File: src/crfi_ram.sv
// Generic single-write, single-read RAM with registered read data.
module crfi_ram #(
  parameter int WIDTH = 8,
  parameter int DEPTH = 16
) (
  input  logic                     clk,
  input  logic                     we,
  input  logic [$clog2(DEPTH)-1:0] waddr,
  input  logic [WIDTH-1:0]         wdata,
  input  logic                     re,
  input  logic [$clog2(DEPTH)-1:0] raddr,
  output logic [WIDTH-1:0]         rdata
);

  logic [WIDTH-1:0] mem [DEPTH];

  always_ff @(posedge clk) begin
    if (we) begin
      mem[waddr] <= wdata;
    end
    if (re) begin
      rdata <= mem[raddr];
    end
  end

endmodule

File: config.mk
export PLATFORM = sky130hd
export DESIGN_NAME = crfi_ram
export DESIGN_NICKNAME = d
export VERILOG_FILES = /design/src/crfi_ram.sv
export SDC_FILE = /design/constraint.sdc
export NUM_CORES = 1
export LEC_CHECK = 0
export BUFFER_PORTS_ARGS = -buffer_cell sky130_fd_sc_hd__buf_2
export CAP_MARGIN = 20
export CORE_UTILIZATION = 45
export CTS_CLUSTER_SIZE = 28
export DETAILED_ROUTE_END_ITERATION = 6
export GPL_TIMING_DRIVEN = 0
export PLACE_DENSITY_LB_ADDON = 0.2
export SYNTH_ARGS = -nofsm -noshare
export SYNTH_HDL_FRONTEND = slang
export SYNTH_SLANG_ARGS = --single-unit
export TNS_END_PERCENT = 100
File: constraint.sdc
create_clock -name clk -period 2.4 [get_ports clk]
set_input_delay 0.36 -clock clk [delete_from_list [all_inputs] [get_ports clk]]
set_output_delay 0.36 -clock clk [all_outputs]
set_load 0.005 [all_outputs]
==> impl_metrics.env, run 1 <==
export IMPL_dr_pass1_iters=4
export IMPL_syn_mean_instance_area_um2=22.8
export IMPL_cts_buffers=17
export IMPL_ys_seq_area_share_pct=78.1
export IMPL_hold_viol_final=0
export IMPL_crit_path_start_kind="primary input"
export IMPL_synth_fp_nets=248
export IMPL_synthFlopType="edfxtp_1"
export IMPL_syn_area_um2=5230
export IMPL_synth_area_leaders="edfxtp_1 (78%), mux4_2 (7.8%), mux4_1 (7.0%), a22oi_1 (2.3%), nor2_1 (0.93%)"
export IMPL_yosysWarnings=0
export IMPL_worstRegToRegCells=3
export IMPL_rows=38
export IMPL_grtUsageTotal_pct=18.7
export IMPL_maxSlewViolCount=0
export IMPL_clockRootBuffer="clkbuf_16"
export IMPL_clockBufferDepth=2
export IMPL_end_kind="flip-flop"
export IMPL_start_util_pct=47.2
export IMPL_p_comb_share_pct=4.5
export IMPL_num_antenna_cells=0
export IMPL_p_per_area_nw_per_um2=894
export IMPL_syn_inst=229
export IMPL_setup_viol=0
export IMPL_skew_ns=0.00691
export IMPL_post_place_cells=398
export IMPL_die_x_um=110
export IMPL_final_net_count=296
export IMPL_cts_tree="done"
export IMPL_post_route_util_pct=55.4
export IMPL_cts_clk_slew_worst_paths_ns=0.05
export IMPL_p_int_uw=4400
export IMPL_period_needed_ns=1.61
export IMPL_postCtsSetupBuffers=0
export IMPL_period_share_pct=67.3
export IMPL_synth_cells_most_frequent="edfxtp_1 (136), mux4_2 (18), a22oi_1 (16), mux4_1 (14), nor2_1 (13)"
export IMPL_crit_path_max_fanout=8
export IMPL_max_freq_ghz=0.619
export IMPL_ios=27
export IMPL_dieArea_um2=12100
export IMPL_routedWlPerCell_um=22.6
export IMPL_rsz0062_at_grt="false"
export IMPL_hpwl_um=6180
export IMPL_drive_above_1_share_pct=30.3
export IMPL_synth_seq_cells=136
export IMPL_cts_resized=0
export IMPL_die_y_um=110
export IMPL_finalNonFillerCells=430
export IMPL_htreeDepth=4
export IMPL_routabilityCongestion=0.657
export IMPL_synth_area_leader_cell="edfxtp_1"
export IMPL_grt_start_max_net_pins=17
export IMPL_placement_cell_area_um2=5550
export IMPL_pwr_share_seq_pct=49.0
export IMPL_max_slew_margin_rel_pct=45.8
export IMPL_regToRegSetupSlack_ns=0.80
export IMPL_drc=0
export IMPL_worstSetupPathType="in -> reg"
export IMPL_grt_pass1_vias=2442
export IMPL_worstPathRequired_ns=2.44
export IMPL_hold_depth=1
export IMPL_cts_hold_buf=0
export IMPL_viasPerCell=5.57
export IMPL_fillCellCount=878
export IMPL_worstMarginPinSlew_ns=0.809
export IMPL_swShare_pct=19.9
export IMPL_drt_iter0_markers=146
export IMPL_outcome="finished clean"
export IMPL_pwr_share_clk_pct=46.5
export IMPL_power_static_leakage_uw=0.00205
export IMPL_cts_sinks=136
export IMPL_routed_wl_um=9740
export IMPL_vias=2397
export IMPL_synthDistinctLibCells=18
export IMPL_syn2layout_area_growth_pct=17.4
export IMPL_worstPathArrival_ns=1.65
export IMPL_maxCapViolCount=0
export IMPL_ir_worst_vdd_uv=414
export IMPL_clock_latency_ns=0.41
export IMPL_final_area_um2=6140
export IMPL_finalSetupTns_ns=0
export IMPL_synth_edff_count=136
export IMPL_synthArstFlopShare_pct=0
export IMPL_synth_most_common_cell="edfxtp_1"
export IMPL_power_net_switching_uw=1090
export IMPL_drtAntennaViolNets=0
export IMPL_yosys_area_top_type_share_pct=78.1
export IMPL_io_buffers=25
export IMPL_core_area_um2=11100
export IMPL_hold_path_class="in -> reg"
export IMPL_grt_overflow=0
export IMPL_antenna_found_initial=0
export IMPL_grt_pass1_wl_um=14800
export IMPL_total_power_uw=5490
[power by group through the flow]
stage | clock, uW | combinational [uW] | sequential [uW]
4_1_cts | 2570 | 254 | 2690
3_3_place_gp | 0 | 246 | 2730
6_report | 2550 | 249 | 2690
5_1_grt | 2680 | 270 | 2690
2_1_floorplan | 0 | 135 | 2740
3_5_place_dp | 0 | 252 | 2740
[cell usage in the layout (no fill, tap or decap), types with 4 or more instances in the layout]
cell type | synthesis | layout
a22oi_1 | 16 | 16
buf_2 | 3 | 30
clkbuf_16 | 0 | 17
clkinv_2 | 0 | 5
clkinvlp_4 | 0 | 4
edfxtp_1 | 136 | 136
mux4_1 | 14 | 14
mux4_2 | 18 | 18
nand2_1 | 9 | 9
nor2_1 | 13 | 13
nor3_1 | 4 | 4
[layer usage]
metal | part of all wire (%) | global-route usage (%) | vias to the layer above | wire (um)
li1 | - | - | 1083 | -
met1 | 44 | 25.9 | 1224 | 4320
met2 | 48 | 28.0 | 78 | 4690
met3 | 5.8 | 5.99 | 12 | 569
met4 | 1.6 | 6.86 | 0 | 159
met5 | 0 | 0 | - | 0
[area by class of cell]
class / count / area (um2) / share of cell area, %
sequential: 136 / 4080 / 66.5
clock inverter: 14 / 158 / 2.57
tap: 140 / 175 / 2.85
clock buffer: 18 / 429 / 6.99
multi-input combinational: 83 / 1060 / 17.2
timing repair buffer: 29 / 150 / 2.45
buffer: 10 / 86.3 / 1.41
[registers in the layout, indices dropped and copies added (netlist names)]
| signal | cells |
|---|---|
| mem | 128 |
| rdata | 8 |
[critical path, cell delays in order]
cell and delay (ns):
buf_2 0.11, or3b_2 0.53, nor2_1 0.65
[cell families after synthesis]
| logic type | after synthesis | share of synthesized area [%] |
|---|---|---|
| multiplexers | 32 | 14.8 |
| flip-flops | 136 | 78.1 |
| AO/OA/AOI/OAI | 16 | 2.30 |
| buffers and inverters | 10 | 1.65 |
| AND/OR/NAND/NOR | 35 | 3.14 |
[metrics by stage]
| step | hold slack (ns) | setup WS [ns] |
|---|---|---|
| final | 0.302 | 0.785 |
| after CTS | 0.295 | 0.764 |
| after global routing | 0.299 | 0.695 |
| after detailed placement | 0.727 | 0.354 |
| after floorplan | 0.459 | 0.547 |
| after global placement | 0.723 | -0.0391 |
[path summary, 6_finish.rpt]
kind          endpoint       start
max          mem[3][3]    waddr[2]
min           rdata[2]          re
max reg2reg   rdata[0]   mem[6][0]
min reg2reg   rdata[2]  mem[11][2]
Note: power is estimated with default switching activity, not from simulation.
==> inputs of run 2 (changes only) <==
==> constraint.sdc (replaced) <==
create_clock -name clk -period 1.4 [get_ports clk]
set_input_delay 0.21 -clock clk [delete_from_list [all_inputs] [get_ports clk]]
set_output_delay 0.21 -clock clk [all_outputs]
set_load 0.005 [all_outputs]
==> run 2 against run 1 <==
The flow now finishes with violations (setup timing). Cell count decreased by 0.70%. Combinational power up 90%. Die area unchanged. Critical path type is now reg -> reg.
==> impl_metrics.env, run 2 (synthesis results as in run 1) <==
export IMPL_outcome="complete, but fails checks"
export IMPL_violations="setup timing"
export IMPL_grt_overflow=0
export IMPL_clockBufferDepth=2
export IMPL_start_util_pct=47.2
export IMPL_rsz0062_at_grt="true"
export IMPL_antenna_found_initial=0
export IMPL_ios=27
export IMPL_maxSlewViolCount=0
export IMPL_drive_above_1_share_pct=40.8
export IMPL_max_freq_ghz=0.692
export IMPL_cts_clk_slew_worst_paths_ns=0.06
export IMPL_final_common_cell="edfxtp_1"
export IMPL_finalNonFillerCells=427
export IMPL_p_per_area_nw_per_um2=1590
export IMPL_crit_chain="mux4_2 -> a22oi_2 -> nand2_1"
export IMPL_clockRootBuffer="clkbuf_16"
export IMPL_ir_worst_vdd_uv=852
export IMPL_cts_buffers=17
export IMPL_dieArea_um2=12100
export IMPL_critPathSlowestCell="mux4_2"
export IMPL_die_y_um=110
export IMPL_final_cell_mix="edfxtp_1 (136), mux4_2 (32), buf_2 (28)"
export IMPL_grtUsageTotal_pct=18.6
export IMPL_period_share_pct=103
export IMPL_setup_viol=5
export IMPL_post_place_cells=395
export IMPL_path_buf_inv=0
export IMPL_rows=38
export IMPL_drt_iter0_markers=148
export IMPL_hold_path_class="in -> reg"
export IMPL_end_kind="flip-flop"
export IMPL_hpwl_um=6120
export IMPL_grt_pass1_vias=2414
export IMPL_core_area_um2=11100
export IMPL_final_net_count=293
export IMPL_routed_wl_um=9970
export IMPL_slowest_delay_ns=0.48
export IMPL_cts_sinks=136
export IMPL_fillCellCount=822
export IMPL_num_antenna_cells=0
export IMPL_worstPathArrival_ns=1.60
export IMPL_viasPerCell=5.56
export IMPL_skew_ns=0.0105
export IMPL_worstMarginPinSlew_ns=0.839
export IMPL_maxCapViolCount=0
export IMPL_dr_pass1_iters=5
export IMPL_crit_path_max_fanout=1
export IMPL_crit_path_start_kind="flip-flop"
export IMPL_top_regs="mem x128, rdata x8"
export IMPL_drtAntennaViolNets=0
export IMPL_htreeDepth=4
export IMPL_power_static_leakage_uw=0.00203
export IMPL_routedWlPerCell_um=23.3
export IMPL_cp_top_family="multiplexers"
export IMPL_drc=0
export IMPL_syn2layout_area_growth_pct=19.5
export IMPL_post_route_util_pct=56.4
export IMPL_die_x_um=110
export IMPL_grt_pass1_wl_um=14800
export IMPL_max_slew_margin_rel_pct=43.8
export IMPL_worstSetupPathType="reg -> reg"
export IMPL_vias=2375
export IMPL_grt_start_max_net_pins=17
export IMPL_worstPathRequired_ns=1.56
export IMPL_clock_latency_ns=0.41
export IMPL_largest_register="mem"
export IMPL_largest_reg_flops=128
export IMPL_cts_tree="done"
export IMPL_period_needed_ns=1.44
export IMPL_routabilityCongestion=0.699
export IMPL_io_buffers=25
export IMPL_setup_ws_ns=-0.0448
export IMPL_hold_viol_final=0
export IMPL_postCtsSetupBuffers=0
==> run 2: worst paths after layout <==
check            start       end  slack [ns]  depth (start not counted)
max reg2reg  mem[3][0]  rdata[0]       -0.04                          3
max          mem[3][0]  rdata[0]       -0.04                          3
min                 re  rdata[2]        0.14                          1
min reg2reg  mem[8][7]  rdata[7]        0.76                          3
==> run 2: per-layer routing <==
metal  vias to the layer above  wire length (um)  GRT usage [%]
met2                        69              4780           28.1
met4                         0               152           6.86
li1                       1056                 -              -
met5                         -                 0              0
met3                        12               496           4.80
met1                      1238              4530           26.2
==> run 2: area by class of cell <==
class	instances	area (um2)	share of cell area (%)
timing repair buffer	26	133	2.12
sequential	136	4080	65.4
tap	140	175	2.80
buffer	10	120	1.92
clock inverter	15	225	3.61
clock buffer	17	425	6.81
multi-input combinational	83	1080	17.3
==> run 2: per-stage QoR <==
| stage | setup WS, ns | setup TNS (ns) | power (uW) | cell area [um2] | hold WS, ns |
|---|---|---|---|---|---|
| 6_report | -0.0448 | -0.155 | 9930 | 6250 | 0.141 |
| 3_5_place_dp | -0.520 | -37.93 | 5150 | 5540 | 0.567 |
| 3_3_place_gp | -0.489 | -38.28 | 5130 | 5530 | 0.551 |
| 5_1_grt | -0.0804 | -0.430 | 10200 | 6250 | 0.147 |
| 4_1_cts | -0.0753 | -0.308 | 9980 | 6220 | 0.141 |
| 2_1_floorplan | -0.0761 | -2.37 | 4940 | 5230 | 0.309 |
==> run 2: power breakdown <==
| group | switching (uW) | total, uW | internal [uW] |
|---|---|---|---|
| Combinational | 271 | 474 | 202 |
| Sequential | 19.5 | 4610 | 4590 |
| Clock | 1680 | 4840 | 3170 |
==> run 2: repair_timing <==
action,4_1_cts,5_1_grt
resized for setup,10,5
pin swaps,1,5
endpoints found under the setup margin,40,8
hold buffers,0,0
==> inputs of run 3 (changes only) <==
--- a/config.mk
+++ b/config.mk
@@ -11,6 +11,7 @@
 export CTS_CLUSTER_SIZE = 28
 export DETAILED_ROUTE_END_ITERATION = 6
 export GPL_TIMING_DRIVEN = 0
+export MAX_ROUTING_LAYER = met4
 export PLACE_DENSITY_LB_ADDON = 0.2
 export SYNTH_ARGS = -nofsm -noshare
 export SYNTH_HDL_FRONTEND = slang
==> run 3 against run 2 <==
The run still ends with setup timing left. Largest power group unchanged. Sequential power hardly changed. Sequential cell count stayed put. Clock power hardly changed. Worst setup slack better by 0.0048 ns. Largest cell class unchanged.
==> impl_metrics.env, run 3 (synthesis results as in run 1) <==
export IMPL_largest_register="mem"
export IMPL_drc=0
export IMPL_final_area_um2=6250
export IMPL_crit_path_start="mem[3][0]"
export IMPL_final_net_count=293
export IMPL_worstMarginPinSlew_ns=0.844
export IMPL_power_static_leakage_uw=0.00203
export IMPL_violations="setup timing"
export IMPL_setup_ws_ns=-0.0400
export IMPL_die_y_um=110
export IMPL_rows=38
export IMPL_clockRootBuffer="clkbuf_16"
export IMPL_worstSetupPathType="reg -> reg"
export IMPL_hold_start="re"
export IMPL_routabilityCongestion=0.707
export IMPL_period_needed_ns=1.44
export IMPL_ios=27
export IMPL_io_buffers=25
export IMPL_cts_clk_slew_worst_paths_ns=0.06
export IMPL_dieArea_um2=12100
export IMPL_hold_viol_final=0
export IMPL_crit_path_start_kind="flip-flop"
export IMPL_finalNonFillerCells=427
export IMPL_grtUsageTotal_pct=19.2
export IMPL_end_kind="flip-flop"
export IMPL_max_slew_margin_rel_pct=43.5
export IMPL_cts_hold_buf=0
export IMPL_maxSlewViolCount=0
export IMPL_drtAntennaViolNets=0
export IMPL_max_freq_ghz=0.694
export IMPL_cts_buffers=17
export IMPL_syn2layout_area_growth_pct=19.5
export IMPL_dr_pass1_iters=4
export IMPL_cts_sinks=136
export IMPL_hpwl_um=6120
export IMPL_top_regs="mem x128, rdata x8"
export IMPL_setup_viol=6
export IMPL_crit_path_max_fanout=1
export IMPL_period_share_pct=103
export IMPL_viasPerCell=5.56
export IMPL_worstPathArrival_ns=1.60
export IMPL_rsz0062_at_grt="true"
export IMPL_clock_latency_ns=0.41
export IMPL_skew_ns=0.0112
export IMPL_grt_pass1_vias=2410
export IMPL_maxCapViolCount=0
export IMPL_p_per_area_nw_per_um2=1590
export IMPL_clockBufferDepth=2
export IMPL_drive_above_1_share_pct=40.8
export IMPL_die_x_um=110
export IMPL_htreeDepth=4
export IMPL_routedWlPerCell_um=23.1
export IMPL_drt_iter0_markers=157
export IMPL_hold_path_class="in -> reg"
export IMPL_post_place_cells=395
export IMPL_rr_startpoint="mem[3][0]"
export IMPL_grt_overflow=0
export IMPL_grt_start_max_net_pins=17
export IMPL_start_util_pct=47.2
export IMPL_antenna_found_initial=0
export IMPL_vias=2376
export IMPL_grt_pass1_wl_um=14700
export IMPL_routed_wl_um=9850
export IMPL_final_common_cell="edfxtp_1"
export IMPL_outcome="complete, but fails checks"
export IMPL_core_area_um2=11100
export IMPL_final_cell_mix="edfxtp_1 (136), mux4_2 (32), buf_2 (28)"
export IMPL_placement_cell_area_um2=5540
export IMPL_num_antenna_cells=0
export IMPL_worstPathRequired_ns=1.56
export IMPL_ir_worst_vdd_uv=851
export IMPL_postCtsSetupBuffers=0
export IMPL_largest_reg_flops=128
export IMPL_cts_tree="done"
run 3: cell counts in the layout (fill, tap and decap cells not counted):
No cell type changed its count.
run 3: metal layers:
metal	global-route usage, %	share of wire, %	vias to the layer above
met4	6.00	0.79	0
met1	26.0	45	1232
li1	-	-	1057
met2	28.3	48	82
met5	-	0	-
met3	5.51	5.8	5
run 3: timing repair:
item	in CTS	in global routing
setup endpoints to repair	40	8
resized for setup	10	5
pin swaps	1	5
run 3: final cells by class:
type	instances	area, um2
flip-flops and latches	136	4080
well taps	140	175
clock buffers	17	425
multi-input cells	83	1080
fillers	822	4830
plain buffers	10	120
clock inverters	15	225
repair buffers	26	133
run 3: worst max-delay path: stages (launching register included):
cell,delay [ns]
edfxtp_1,0.37
mux4_2,0.48
a22oi_2,0.25
nand2_1,0.09
run 3: worst paths after layout:
kind | slack [ns] | depth (start not counted) | end
setup / recovery | -0.04 | 3 | rdata[0]
hold / removal | 0.14 | 1 | rdata[0]
setup reg to reg | -0.04 | 3 | rdata[0]
hold reg to reg | 0.76 | 3 | rdata[7]
run 3: report_power, final:
group,switching (uW),internal [uW]
combinational,271,202
sequential,19.4,4590
clock,1670,3170
total,1960,7960
run 3: through the flow:
step / total power [uW] / setup TNS (ns) / utilization [%] / worst slack [ns] / hold slack [ns]
final: 9920 / -0.138 / 56.4 / -0.0400 / 0.141
after global routing: 10200 / -0.424 / 56.4 / -0.0806 / 0.142
after CTS: 9980 / -0.308 / 56.2 / -0.0753 / 0.141
after detailed placement: 5150 / -37.93 / 50.0 / -0.520 / 0.567
after global placement: 5130 / -38.28 / 49.9 / -0.489 / 0.551
after floorplan: 4940 / -2.37 / - / -0.0761 / 0.309
